**config.mk**
```make
export PLATFORM = sky130hd
export DESIGN_NAME = matrix_multiply_engine
export DESIGN_NICKNAME = d
export VERILOG_FILES = /design/src/hw/rtl/mme_pkg.sv /design/src/hw/rtl/mme_store.sv /design/src/hw/rtl/mme_mac.sv /design/src/hw/rtl/mme_ctrl.sv /design/src/hw/rtl/matrix_multiply_engine.sv
export SDC_FILE = /design/constraint.sdc
export NUM_CORES = 2
export LEC_CHECK = 0
export BUFFER_PORTS_ARGS = -buffer_cell sky130_fd_sc_hd__buf_4
export CAP_MARGIN = 20
export CORE_UTILIZATION = 37
export CTS_BUF_LIST = sky130_fd_sc_hd__clkbuf_8
export CTS_CLUSTER_SIZE = 8
export DETAILED_ROUTE_END_ITERATION = 12
export PLACE_DENSITY = 0.48
export SLEW_MARGIN = 20
export SYNTH_ARGS = -nofsm -noshare
export SYNTH_HDL_FRONTEND = slang
export SYNTH_SLANG_ARGS = --single-unit
export TNS_END_PERCENT = 30
```
**constraint.sdc**
```tcl
create_clock -name clk -period 20.6 [get_ports clk]
set_input_delay 3.09 -clock clk [delete_from_list [all_inputs] [get_ports clk]]
set_output_delay 3.09 -clock clk [all_outputs]
set_load 0.1 [all_outputs]
```
**src/hw/rtl/mme_pkg.sv**
```systemverilog
// Shared types, constants and helpers of the matrix multiply engine.
package mme_pkg;

  localparam int MaxDim   = 8;
  localparam int IdxW     = $clog2(MaxDim);
  localparam int DimW     = IdxW + 1;
  localparam int AddrW    = 2 * IdxW;
  localparam int ElemW    = 16;
  localparam int ProdW    = 2 * ElemW;
  localparam int SumW     = 40;
  localparam int CfgIdxW  = 2;
  localparam int CfgDataW = 4;

  localparam logic [CfgIdxW-1:0] RegLeftRows  = 2'd0;
  localparam logic [CfgIdxW-1:0] RegInnerSize = 2'd1;
  localparam logic [CfgIdxW-1:0] RegRightCols = 2'd2;

  typedef enum logic [1:0] {
    OP_LEFT    = 2'd0,
    OP_RIGHT   = 2'd1,
    OP_COMPUTE = 2'd2
  } op_t;

  typedef enum logic [2:0] {
    ST_IDLE  = 3'b001,
    ST_ISSUE = 3'b010,
    ST_DRAIN = 3'b100
  } state_t;

  // Effective sizes of the three dimensions.
  typedef struct packed {
    logic [DimW-1:0] nr;
    logic [DimW-1:0] nk;
    logic [DimW-1:0] nc;
  } dims_t;

  // Tag that travels with one multiply-accumulate step.
  typedef struct packed {
    logic vld;
    logic first;
    logic last;
  } tag_t;

  // Store write strobes from the sequencer.
  typedef struct packed {
    logic left;
    logic right;
  } wr_t;

  // A size of zero counts as one and a size above the maximum counts as the maximum.
  function automatic logic [DimW-1:0] eff_dim(input logic [CfgDataW-1:0] d);
    logic [DimW-1:0] r;
    if (d == '0) begin
      r = DimW'(1);
    end else if (d > CfgDataW'(MaxDim)) begin
      r = DimW'(MaxDim);
    end else begin
      r = DimW'(d);
    end
    return r;
  endfunction

endpackage

```
**src/hw/rtl/mme_store.sv**
```systemverilog
// One matrix store: 64 x 16 memory with registered read and per-entry valid bits.
module mme_store (
  input  logic                         clk,
  input  logic                         rst_n,
  input  logic                         wr_en,
  input  logic [mme_pkg::AddrW-1:0]    wr_addr,
  input  logic [mme_pkg::ElemW-1:0]    wr_data,
  input  logic [mme_pkg::AddrW-1:0]    rd_addr,
  output logic [mme_pkg::ElemW-1:0]    rd_data
);

  localparam int Depth = mme_pkg::MaxDim * mme_pkg::MaxDim;

  logic [mme_pkg::ElemW-1:0] mem [Depth];
  logic [Depth-1:0]          vld_r;
  logic [mme_pkg::ElemW-1:0] data_r;
  logic                      rd_vld_r;

  always_ff @(posedge clk) begin
    if (wr_en) begin
      mem[wr_addr] <= wr_data;
    end
    data_r   <= mem[rd_addr];
    rd_vld_r <= vld_r[rd_addr];
  end

  // An entry never written since reset reads as zero.
  always_ff @(posedge clk) begin
    if (!rst_n) begin
      vld_r <= '0;
    end else if (wr_en) begin
      vld_r[wr_addr] <= 1'b1;
    end
  end

  assign rd_data = rd_vld_r ? data_r : '0;

endmodule

```
**src/hw/rtl/mme_mac.sv**
```systemverilog
// Multiply-accumulate datapath: registered product, then accumulation.
module mme_mac (
  input  logic                              clk,
  input  logic                              rst_n,
  input  mme_pkg::tag_t                     tag_in,
  input  logic signed [mme_pkg::ElemW-1:0]  a,
  input  logic signed [mme_pkg::ElemW-1:0]  b,
  output logic                              done,
  output logic signed [mme_pkg::SumW-1:0]   sum
);

  mme_pkg::tag_t                     tag1_r;
  mme_pkg::tag_t                     tag2_r;
  logic signed [mme_pkg::ProdW-1:0]  prod_r;
  logic signed [mme_pkg::SumW-1:0]   acc_r;
  logic signed [mme_pkg::SumW-1:0]   acc_nxt;
  logic signed [mme_pkg::SumW-1:0]   prod_ext;

  // tag1 lines up with the store read data, tag2 with the product.
  always_ff @(posedge clk) begin
    if (!rst_n) begin
      tag1_r <= '0;
      tag2_r <= '0;
    end else begin
      tag1_r <= tag_in;
      tag2_r <= tag1_r;
    end
  end

  always_ff @(posedge clk) begin
    prod_r <= a * b;
    acc_r  <= acc_nxt;
  end

  assign prod_ext = mme_pkg::SumW'(prod_r);

  always_comb begin
    acc_nxt = acc_r;
    if (tag2_r.vld) begin
      acc_nxt = tag2_r.first ? prod_ext : acc_r + prod_ext;
    end
  end

  assign done = tag2_r.vld & tag2_r.last;
  assign sum  = acc_nxt;

endmodule

```
**src/hw/rtl/mme_ctrl.sv**
```systemverilog
// Sequencer: accepts beats, steers store writes and walks the product loops.
module mme_ctrl (
  input  logic                           clk,
  input  logic                           rst_n,
  input  mme_pkg::dims_t                 dims,
  input  logic                           in_valid,
  output logic                           in_ready,
  input  logic [1:0]                     in_op,
  input  logic [mme_pkg::IdxW-1:0]       in_row_index,
  input  logic [mme_pkg::IdxW-1:0]       in_col_index,
  input  logic                           out_free,
  input  logic                           mac_done,
  output mme_pkg::wr_t                   wr,
  output logic [mme_pkg::AddrW-1:0]      left_rd_addr,
  output logic [mme_pkg::AddrW-1:0]      right_rd_addr,
  output mme_pkg::tag_t                  tag,
  output logic [mme_pkg::IdxW-1:0]       cur_row,
  output logic [mme_pkg::IdxW-1:0]       cur_col,
  output logic                           cur_final
);

  mme_pkg::state_t           state_r, state_nxt;
  logic [mme_pkg::IdxW-1:0]  i_r, i_nxt;
  logic [mme_pkg::IdxW-1:0]  j_r, j_nxt;
  logic [mme_pkg::IdxW-1:0]  k_r, k_nxt;
  logic                      accept;
  logic                      row_end, col_end, k_end;
  logic                      go;

  assign in_ready = (state_r == mme_pkg::ST_IDLE);
  assign accept   = in_valid & in_ready;

  assign row_end = ({1'b0, i_r} == dims.nr - mme_pkg::DimW'(1));
  assign col_end = ({1'b0, j_r} == dims.nc - mme_pkg::DimW'(1));
  assign k_end   = ({1'b0, k_r} == dims.nk - mme_pkg::DimW'(1));

  // A new entry starts only when the output register can take its result.
  assign go = (state_r == mme_pkg::ST_ISSUE) && ((k_r != '0) || out_free);

  always_comb begin
    wr = '0;
    if (accept) begin
      case (in_op)
        mme_pkg::OP_LEFT: begin
          wr.left = ({1'b0, in_row_index} < dims.nr) && ({1'b0, in_col_index} < dims.nk);
        end
        mme_pkg::OP_RIGHT: begin
          wr.right = ({1'b0, in_row_index} < dims.nk) && ({1'b0, in_col_index} < dims.nc);
        end
        default: begin
          wr = '0;
        end
      endcase
    end
  end

  always_comb begin
    state_nxt = state_r;
    i_nxt     = i_r;
    j_nxt     = j_r;
    k_nxt     = k_r;
    case (state_r)
      mme_pkg::ST_IDLE: begin
        if (accept && (in_op == mme_pkg::OP_COMPUTE)) begin
          i_nxt     = '0;
          j_nxt     = '0;
          k_nxt     = '0;
          state_nxt = mme_pkg::ST_ISSUE;
        end
      end
      mme_pkg::ST_ISSUE: begin
        if (go) begin
          if (k_end) begin
            state_nxt = mme_pkg::ST_DRAIN;
          end else begin
            k_nxt = k_r + mme_pkg::IdxW'(1);
          end
        end
      end
      mme_pkg::ST_DRAIN: begin
        if (mac_done) begin
          k_nxt = '0;
          if (row_end && col_end) begin
            state_nxt = mme_pkg::ST_IDLE;
          end else begin
            state_nxt = mme_pkg::ST_ISSUE;
            if (col_end) begin
              j_nxt = '0;
              i_nxt = i_r + mme_pkg::IdxW'(1);
            end else begin
              j_nxt = j_r + mme_pkg::IdxW'(1);
            end
          end
        end
      end
      default: begin
        state_nxt = mme_pkg::ST_IDLE;
      end
    endcase
  end

  always_ff @(posedge clk) begin
    if (!rst_n) begin
      state_r <= mme_pkg::ST_IDLE;
      i_r     <= '0;
      j_r     <= '0;
      k_r     <= '0;
    end else begin
      state_r <= state_nxt;
      i_r     <= i_nxt;
      j_r     <= j_nxt;
      k_r     <= k_nxt;
    end
  end

  assign left_rd_addr  = {i_r, k_r};
  assign right_rd_addr = {k_r, j_r};

  assign tag.vld   = go;
  assign tag.first = (k_r == '0);
  assign tag.last  = k_end;

  assign cur_row   = i_r;
  assign cur_col   = j_r;
  assign cur_final = row_end & col_end;

endmodule

```
**src/hw/rtl/matrix_multiply_engine.sv**
```systemverilog
// Top level of the matrix multiply engine: configuration, stores, datapath and output register.
//
// Write beats (op 0 or 1) land in one of two 64-entry stores, one per matrix, addressed by
// row and column; a write outside the configured size is dropped. A compute beat emits the
// left_rows x right_cols product in row-major order, one beat per entry, the final one
// flagged by out_last. For each entry the single read port of each store delivers one left
// and one right element per cycle into a registered 16x16 multiplier and a 40-bit
// accumulator, and the last product drains through the read latency and the multiplier
// stage; an entry does not start while the previous result still waits in the output
// register. No input beat is accepted during a compute. The stores read as zero after reset
// with no clearing pass. Sizes of zero count as one and sizes above eight count as eight;
// configuration must be written only while the block is idle; the block itself does not
// enforce this.
module matrix_multiply_engine (
  input  logic                                clk,
  input  logic                                rst_n,
  input  logic                                cfg_we,
  input  logic [mme_pkg::CfgIdxW-1:0]         cfg_index,
  input  logic [mme_pkg::CfgDataW-1:0]        cfg_data,
  input  logic                                in_valid,
  output logic                                in_ready,
  input  logic [1:0]                          in_op,
  input  logic [mme_pkg::IdxW-1:0]            in_row_index,
  input  logic [mme_pkg::IdxW-1:0]            in_col_index,
  input  logic signed [mme_pkg::ElemW-1:0]    in_value,
  output logic                                out_valid,
  input  logic                                out_ready,
  output logic [mme_pkg::IdxW-1:0]            out_row,
  output logic [mme_pkg::IdxW-1:0]            out_col,
  output logic signed [mme_pkg::SumW-1:0]     out_sum,
  output logic                                out_last
);

  logic [mme_pkg::CfgDataW-1:0]     left_rows_r;
  logic [mme_pkg::CfgDataW-1:0]     inner_size_r;
  logic [mme_pkg::CfgDataW-1:0]     right_cols_r;
  mme_pkg::dims_t                   dims;

  mme_pkg::wr_t                     wr;
  mme_pkg::tag_t                    tag;
  logic [mme_pkg::AddrW-1:0]        left_rd_addr;
  logic [mme_pkg::AddrW-1:0]        right_rd_addr;
  logic [mme_pkg::AddrW-1:0]        wr_addr;
  logic [mme_pkg::ElemW-1:0]        left_rd_data;
  logic [mme_pkg::ElemW-1:0]        right_rd_data;
  logic                             mac_done;
  logic signed [mme_pkg::SumW-1:0]  mac_sum;
  logic [mme_pkg::IdxW-1:0]         cur_row;
  logic [mme_pkg::IdxW-1:0]         cur_col;
  logic                             cur_final;
  logic                             out_free;

  logic                             out_valid_r;
  logic [mme_pkg::IdxW-1:0]         out_row_r;
  logic [mme_pkg::IdxW-1:0]         out_col_r;
  logic signed [mme_pkg::SumW-1:0]  out_sum_r;
  logic                             out_last_r;

  always_ff @(posedge clk) begin
    if (!rst_n) begin
      left_rows_r  <= mme_pkg::CfgDataW'(mme_pkg::MaxDim);
      inner_size_r <= mme_pkg::CfgDataW'(mme_pkg::MaxDim);
      right_cols_r <= mme_pkg::CfgDataW'(mme_pkg::MaxDim);
    end else if (cfg_we) begin
      case (cfg_index)
        mme_pkg::RegLeftRows:  left_rows_r  <= cfg_data;
        mme_pkg::RegInnerSize: inner_size_r <= cfg_data;
        mme_pkg::RegRightCols: right_cols_r <= cfg_data;
        default: begin
        end
      endcase
    end
  end

  assign dims.nr = mme_pkg::eff_dim(left_rows_r);
  assign dims.nk = mme_pkg::eff_dim(inner_size_r);
  assign dims.nc = mme_pkg::eff_dim(right_cols_r);

  assign out_free = !out_valid_r || out_ready;
  assign wr_addr  = {in_row_index, in_col_index};

  mme_ctrl u_ctrl (
    .clk           (clk),
    .rst_n         (rst_n),
    .dims          (dims),
    .in_valid      (in_valid),
    .in_ready      (in_ready),
    .in_op         (in_op),
    .in_row_index  (in_row_index),
    .in_col_index  (in_col_index),
    .out_free      (out_free),
    .mac_done      (mac_done),
    .wr            (wr),
    .left_rd_addr  (left_rd_addr),
    .right_rd_addr (right_rd_addr),
    .tag           (tag),
    .cur_row       (cur_row),
    .cur_col       (cur_col),
    .cur_final     (cur_final)
  );

  mme_store u_left_store (
    .clk     (clk),
    .rst_n   (rst_n),
    .wr_en   (wr.left),
    .wr_addr (wr_addr),
    .wr_data (in_value),
    .rd_addr (left_rd_addr),
    .rd_data (left_rd_data)
  );

  mme_store u_right_store (
    .clk     (clk),
    .rst_n   (rst_n),
    .wr_en   (wr.right),
    .wr_addr (wr_addr),
    .wr_data (in_value),
    .rd_addr (right_rd_addr),
    .rd_data (right_rd_data)
  );

  mme_mac u_mac (
    .clk    (clk),
    .rst_n  (rst_n),
    .tag_in (tag),
    .a      (left_rd_data),
    .b      (right_rd_data),
    .done   (mac_done),
    .sum    (mac_sum)
  );

  always_ff @(posedge clk) begin
    if (!rst_n) begin
      out_valid_r <= 1'b0;
    end else if (mac_done) begin
      out_valid_r <= 1'b1;
    end else if (out_ready) begin
      out_valid_r <= 1'b0;
    end
  end

  always_ff @(posedge clk) begin
    if (mac_done) begin
      out_row_r  <= cur_row;
      out_col_r  <= cur_col;
      out_sum_r  <= mac_sum;
      out_last_r <= cur_final;
    end
  end

  assign out_valid = out_valid_r;
  assign out_row   = out_row_r;
  assign out_col   = out_col_r;
  assign out_sum   = out_sum_r;
  assign out_last  = out_last_r;

  // A finished sum must never overwrite a result that is still waiting.
  assert property (@(posedge clk) disable iff (!rst_n)
    mac_done |-> (!out_valid_r || out_ready))
    else $error("result overwrote a pending output beat");

  // The accumulator only completes while a compute is running.
  assert property (@(posedge clk) disable iff (!rst_n)
    mac_done |-> !in_ready)
    else $error("accumulator completed while the sequencer was idle");

  // Store writes happen only while the sequencer is idle, never during a walk.
  assert property (@(posedge clk) disable iff (!rst_n)
    (wr.left || wr.right) |=> !mac_done)
    else $error("store write overlapped a compute");

endmodule
```
==> metrics <==
Post-Syn Instances=5295; worst hold start=u_mac.tag1_r[0]; Mapped Area=100300 um2; Synth Area in Adders=6.943%; Area Overhead vs Synth=12.93%; number of synthesized flops with an enable pin=2095; share of power burned in registers=53.0%; status=complete, no violations; worst-path fanout max=34; global-route wire length before repair=387100 um; fill cell count=23760; Logic pwr share=7.7%; WP data required=21.54 ns; post-synthesis xor/xnor area fraction=0.6546%; Slew @ Worst Pin=1.154 ns; Tmin final=7.515 ns; peak supply drop=0.04750 mV; post-synthesis mux area share=16.26%; largest net degree at the start of global routing=120; Hold Path Class=reg2reg; DR iter-0 viols=4281; Power Dens Cells=88.12 nW/um2; r2r setup slk=13.09 ns; GRT Util Overall=19.78%; Clk network pwr share=39.3%; drt first pass iters=5; Synth Area in Compound Gates=2.682%; #FFs+latches synth=2360; max_slew headroom=22.85%; Worst Path Class, Setup=reg2reg; post-CTS setup buffers=0; Final ANT Viol Nets=0; Final Setup Violations=0; total negative setup slack=0 ns; initial antenna violation count=40; hold endpoint=u_mac.tag2_r[0]; switching share of power=24.23%; H-tree Lvls=5; row cnt=190; Place WS=13.03 ns; Worst-path clk slew=0.06 ns; Final Power=9.986 mW; WP data arrival=8.46 ns; reg2reg end=u_mac.prod_r[30]; Top FF cell, synth=edfxtp_1; initial core utilization=37.32%; largest family of logic cells by synthesized area=multiplexers; IO Count=84; global placer's final weighted congestion=0.8691; Synth Area in Simple Gates=3.273%; CTS tree=built; syn_area_per_cell=18.95 um2; worst reg2reg path startpoint=u_left_store.rd_vld_r; DR vias=50290; port bufs=83; Sink Count=2360; Crit. End Element=flop; Worst Reg-to-Reg Cells=22; Post-Syn Nets=5729; # hold bufs at CTS=0; die height=522.8 um; RSZ-0062 raised after global routing=false; GRT overflow=0; DRC viols=0; CTS buffer count=403; Synth Warn #=0; sequential share of the synthesized area=67.98%; Core Region=268900 um2; DPL Wire Length=164500 um; final worst slack=13.09 ns; Clock Skews=0.1011 ns; Die Wd=522.8 um; final worst-path cycle share=36.48%; Layout Nets=6066; vias in the first global route=53300; routed length per instance=28.20 um; vias per inst=5.276; final hold vios=0; Psw=2.420 mW; leakage=37.51 nW; Routed WL=268800 um; clk root buf=clkbuf_8; clk buf depth=4; Post-synth ARST share=0%; max-cap violations=0; worst skew pair latency=1.07 ns; CP startpoint kind=flop; Hold Path Cell Cnt=1; Yosys cell types=78; Max Slew Vio Count=0; post-CTS sizing=0; layout cells sized above 1=26.02%; Die Area=273300 um2; FMAX=133.1 MHz; Int Pwr=7.566 mW
registers in the layout (all words and copies together), names as in the netlist, 4 cells and up:
register,flops
u_left_store.mem,1024
u_right_store.mem,1024
u_left_store.vld_r,64
u_right_store.vld_r,64
out_sum,40
u_mac.acc_r,40
u_mac.prod_r,32
u_left_store.data_r,16
u_right_store.data_r,16
inner_size_r,4
left_rows_r,4
right_cols_r,4
cell families (layout without fill, tap and decap cells):
logic type | Yosys count | count (layout)
muxes | 737 | 737
AOI/OAI and AO/OA | 400 | 400
other | 0 | 12
buffers and inverters | 572 | 1245
xor gates and xnor gates | 75 | 75
and+or+nand+nor | 752 | 752
adders and majority gates | 399 | 399
DFF | 2360 | 2360
synth_stat cells (3+ instances only):
master	n	area share, %
a211o_1	3	0.026
a211oi_1	9	0.067
a21boi_1	3	0.022
a21o_1	30	0.22
a21oi_1	105	0.52
a221o_1	4	0.040
a31oi_1	11	0.069
and2_1	32	0.20
and3_1	8	0.050
buf_1	26	0.097
buf_2	55	0.27
clkbuf_1	172	0.64
dfxtp_1	265	5.3
edfxtp_1	2095	63
fa_1	263	5.2
ha_1	136	1.7
inv_1	316	1.2
mux2i_1	22	0.22
mux4_2	714	16
nand2_1	212	0.79
nand2b_1	18	0.11
nand3_1	31	0.15
nand3b_1	8	0.060
nand4_1	7	0.044
nor2_1	361	1.4
nor2b_1	23	0.14
nor3_1	14	0.070
nor3b_1	7	0.052
nor4_1	6	0.037
o211ai_1	6	0.045
o21a_1	145	1.1
o21ai_0	25	0.12
o21ai_1	18	0.090
o21bai_1	9	0.067
or2_2	3	0.019
or3_1	5	0.031
or4_1	4	0.030
xnor2_1	43	0.38
xor2_1	32	0.28
layout make-up:
cell class / instances / area, um2 / share of cell area, %
clock buffers: 435 / 5987 / 5.283
repair buffers: 186 / 1465 / 1.293
inverters: 318 / 1199 / 1.058
diodes: 12 / 30.03 / 0.02650
flip-flops and latches: 2360 / 68240 / 60.22
clock inverters: 306 / 1455 / 1.284
multi-input cells: 2363 / 30500 / 26.91
well taps: 3552 / 4444 / 3.922
metal layers:
layer,GRT usage [%],vias up,wire length (um)
met4,4.848,4,6004
li1,-,21480,-
met1,29.01,27030,123600
met5,0,-,27
met2,30.54,1409,123400
met3,3.529,368,15760
through the flow:
step | utilization [%] | hold WS, ns | instance area, um2 | std cells
floorplan | - | 0.4029 | 100300 | 5295
global placement | 39.33 | 0.4158 | 105700 | 8777
detailed placement | 39.35 | 0.4220 | 105800 | 8778
CTS | 42.11 | 0.4367 | 113200 | 9519
global route | 42.14 | 0.4685 | 113300 | 9524
finish | 42.15 | 0.4359 | 113300 | 9532
worst max-delay path, cell delays in order, from the launching register on:
cell and delay, ns:
dfxtp_1 1.03, and2_1 0.54, nand2_1 0.15, fa_1 0.58, inv_1 0.06, fa_1 0.51
fa_1 0.57, fa_1 0.43, fa_1 0.49, inv_1 0.05, fa_1 0.47, inv_1 0.04
ha_1 0.34, a21oi_1 0.16, o21ai_1 0.10, or4_1 0.43, a211oi_1 0.30, a211oi_1 0.15
o21ai_1 0.19, a21boi_1 0.11, o21a_1 0.20, a311o_1 0.36, xor2_1 0.14
placed cells by master, fill, tap and decap left out, types with 105 or more instances in the layout:
cell         n
o21a_1     145
a21oi_1    105
nand2_1    212
ha_1       136
clkbuf_8   435
dfxtp_1    256
fa_1       263
edfxtp_1  2095
inv_1      486
mux4_2     714
nor2_1     233
buf_4      178
worst max path at each step:
| stage | cells past startpoint | slack [ns] | to | start |
|---|---|---|---|---|
| 2_1_floorplan | 25 | 13.96 | u_mac.prod_r[30] | u_right_store.rd_vld_r |
| 3_3_place_gp | 22 | 13.02 | u_mac.prod_r[30] | u_left_store.rd_vld_r |
| 3_5_place_dp | 22 | 13.03 | u_mac.prod_r[30] | u_left_store.rd_vld_r |
| 4_1_cts | 19 | 13.02 | u_mac.prod_r[31] | u_left_store.rd_vld_r |
| 5_1_grt | 22 | 12.69 | u_mac.prod_r[31] | u_left_store.rd_vld_r |
| 6_report | 22 | 13.09 | u_mac.prod_r[30] | u_left_store.rd_vld_r |
power groups by stage:
| stage | sequential (mW) | clock, mW | combinational (mW) |
|---|---|---|---|
| finish | 5.29 | 3.92 | 0.774 |
| CTS | 5.29 | 4.05 | 0.793 |
| floorplan | 5.37 | 0 | 0.504 |
| global route | 5.29 | 4.25 | 0.834 |
| global placement | 5.39 | 0 | 0.787 |
| detailed placement | 5.39 | 0 | 0.792 |
Power figures use the tool's default switching activity.
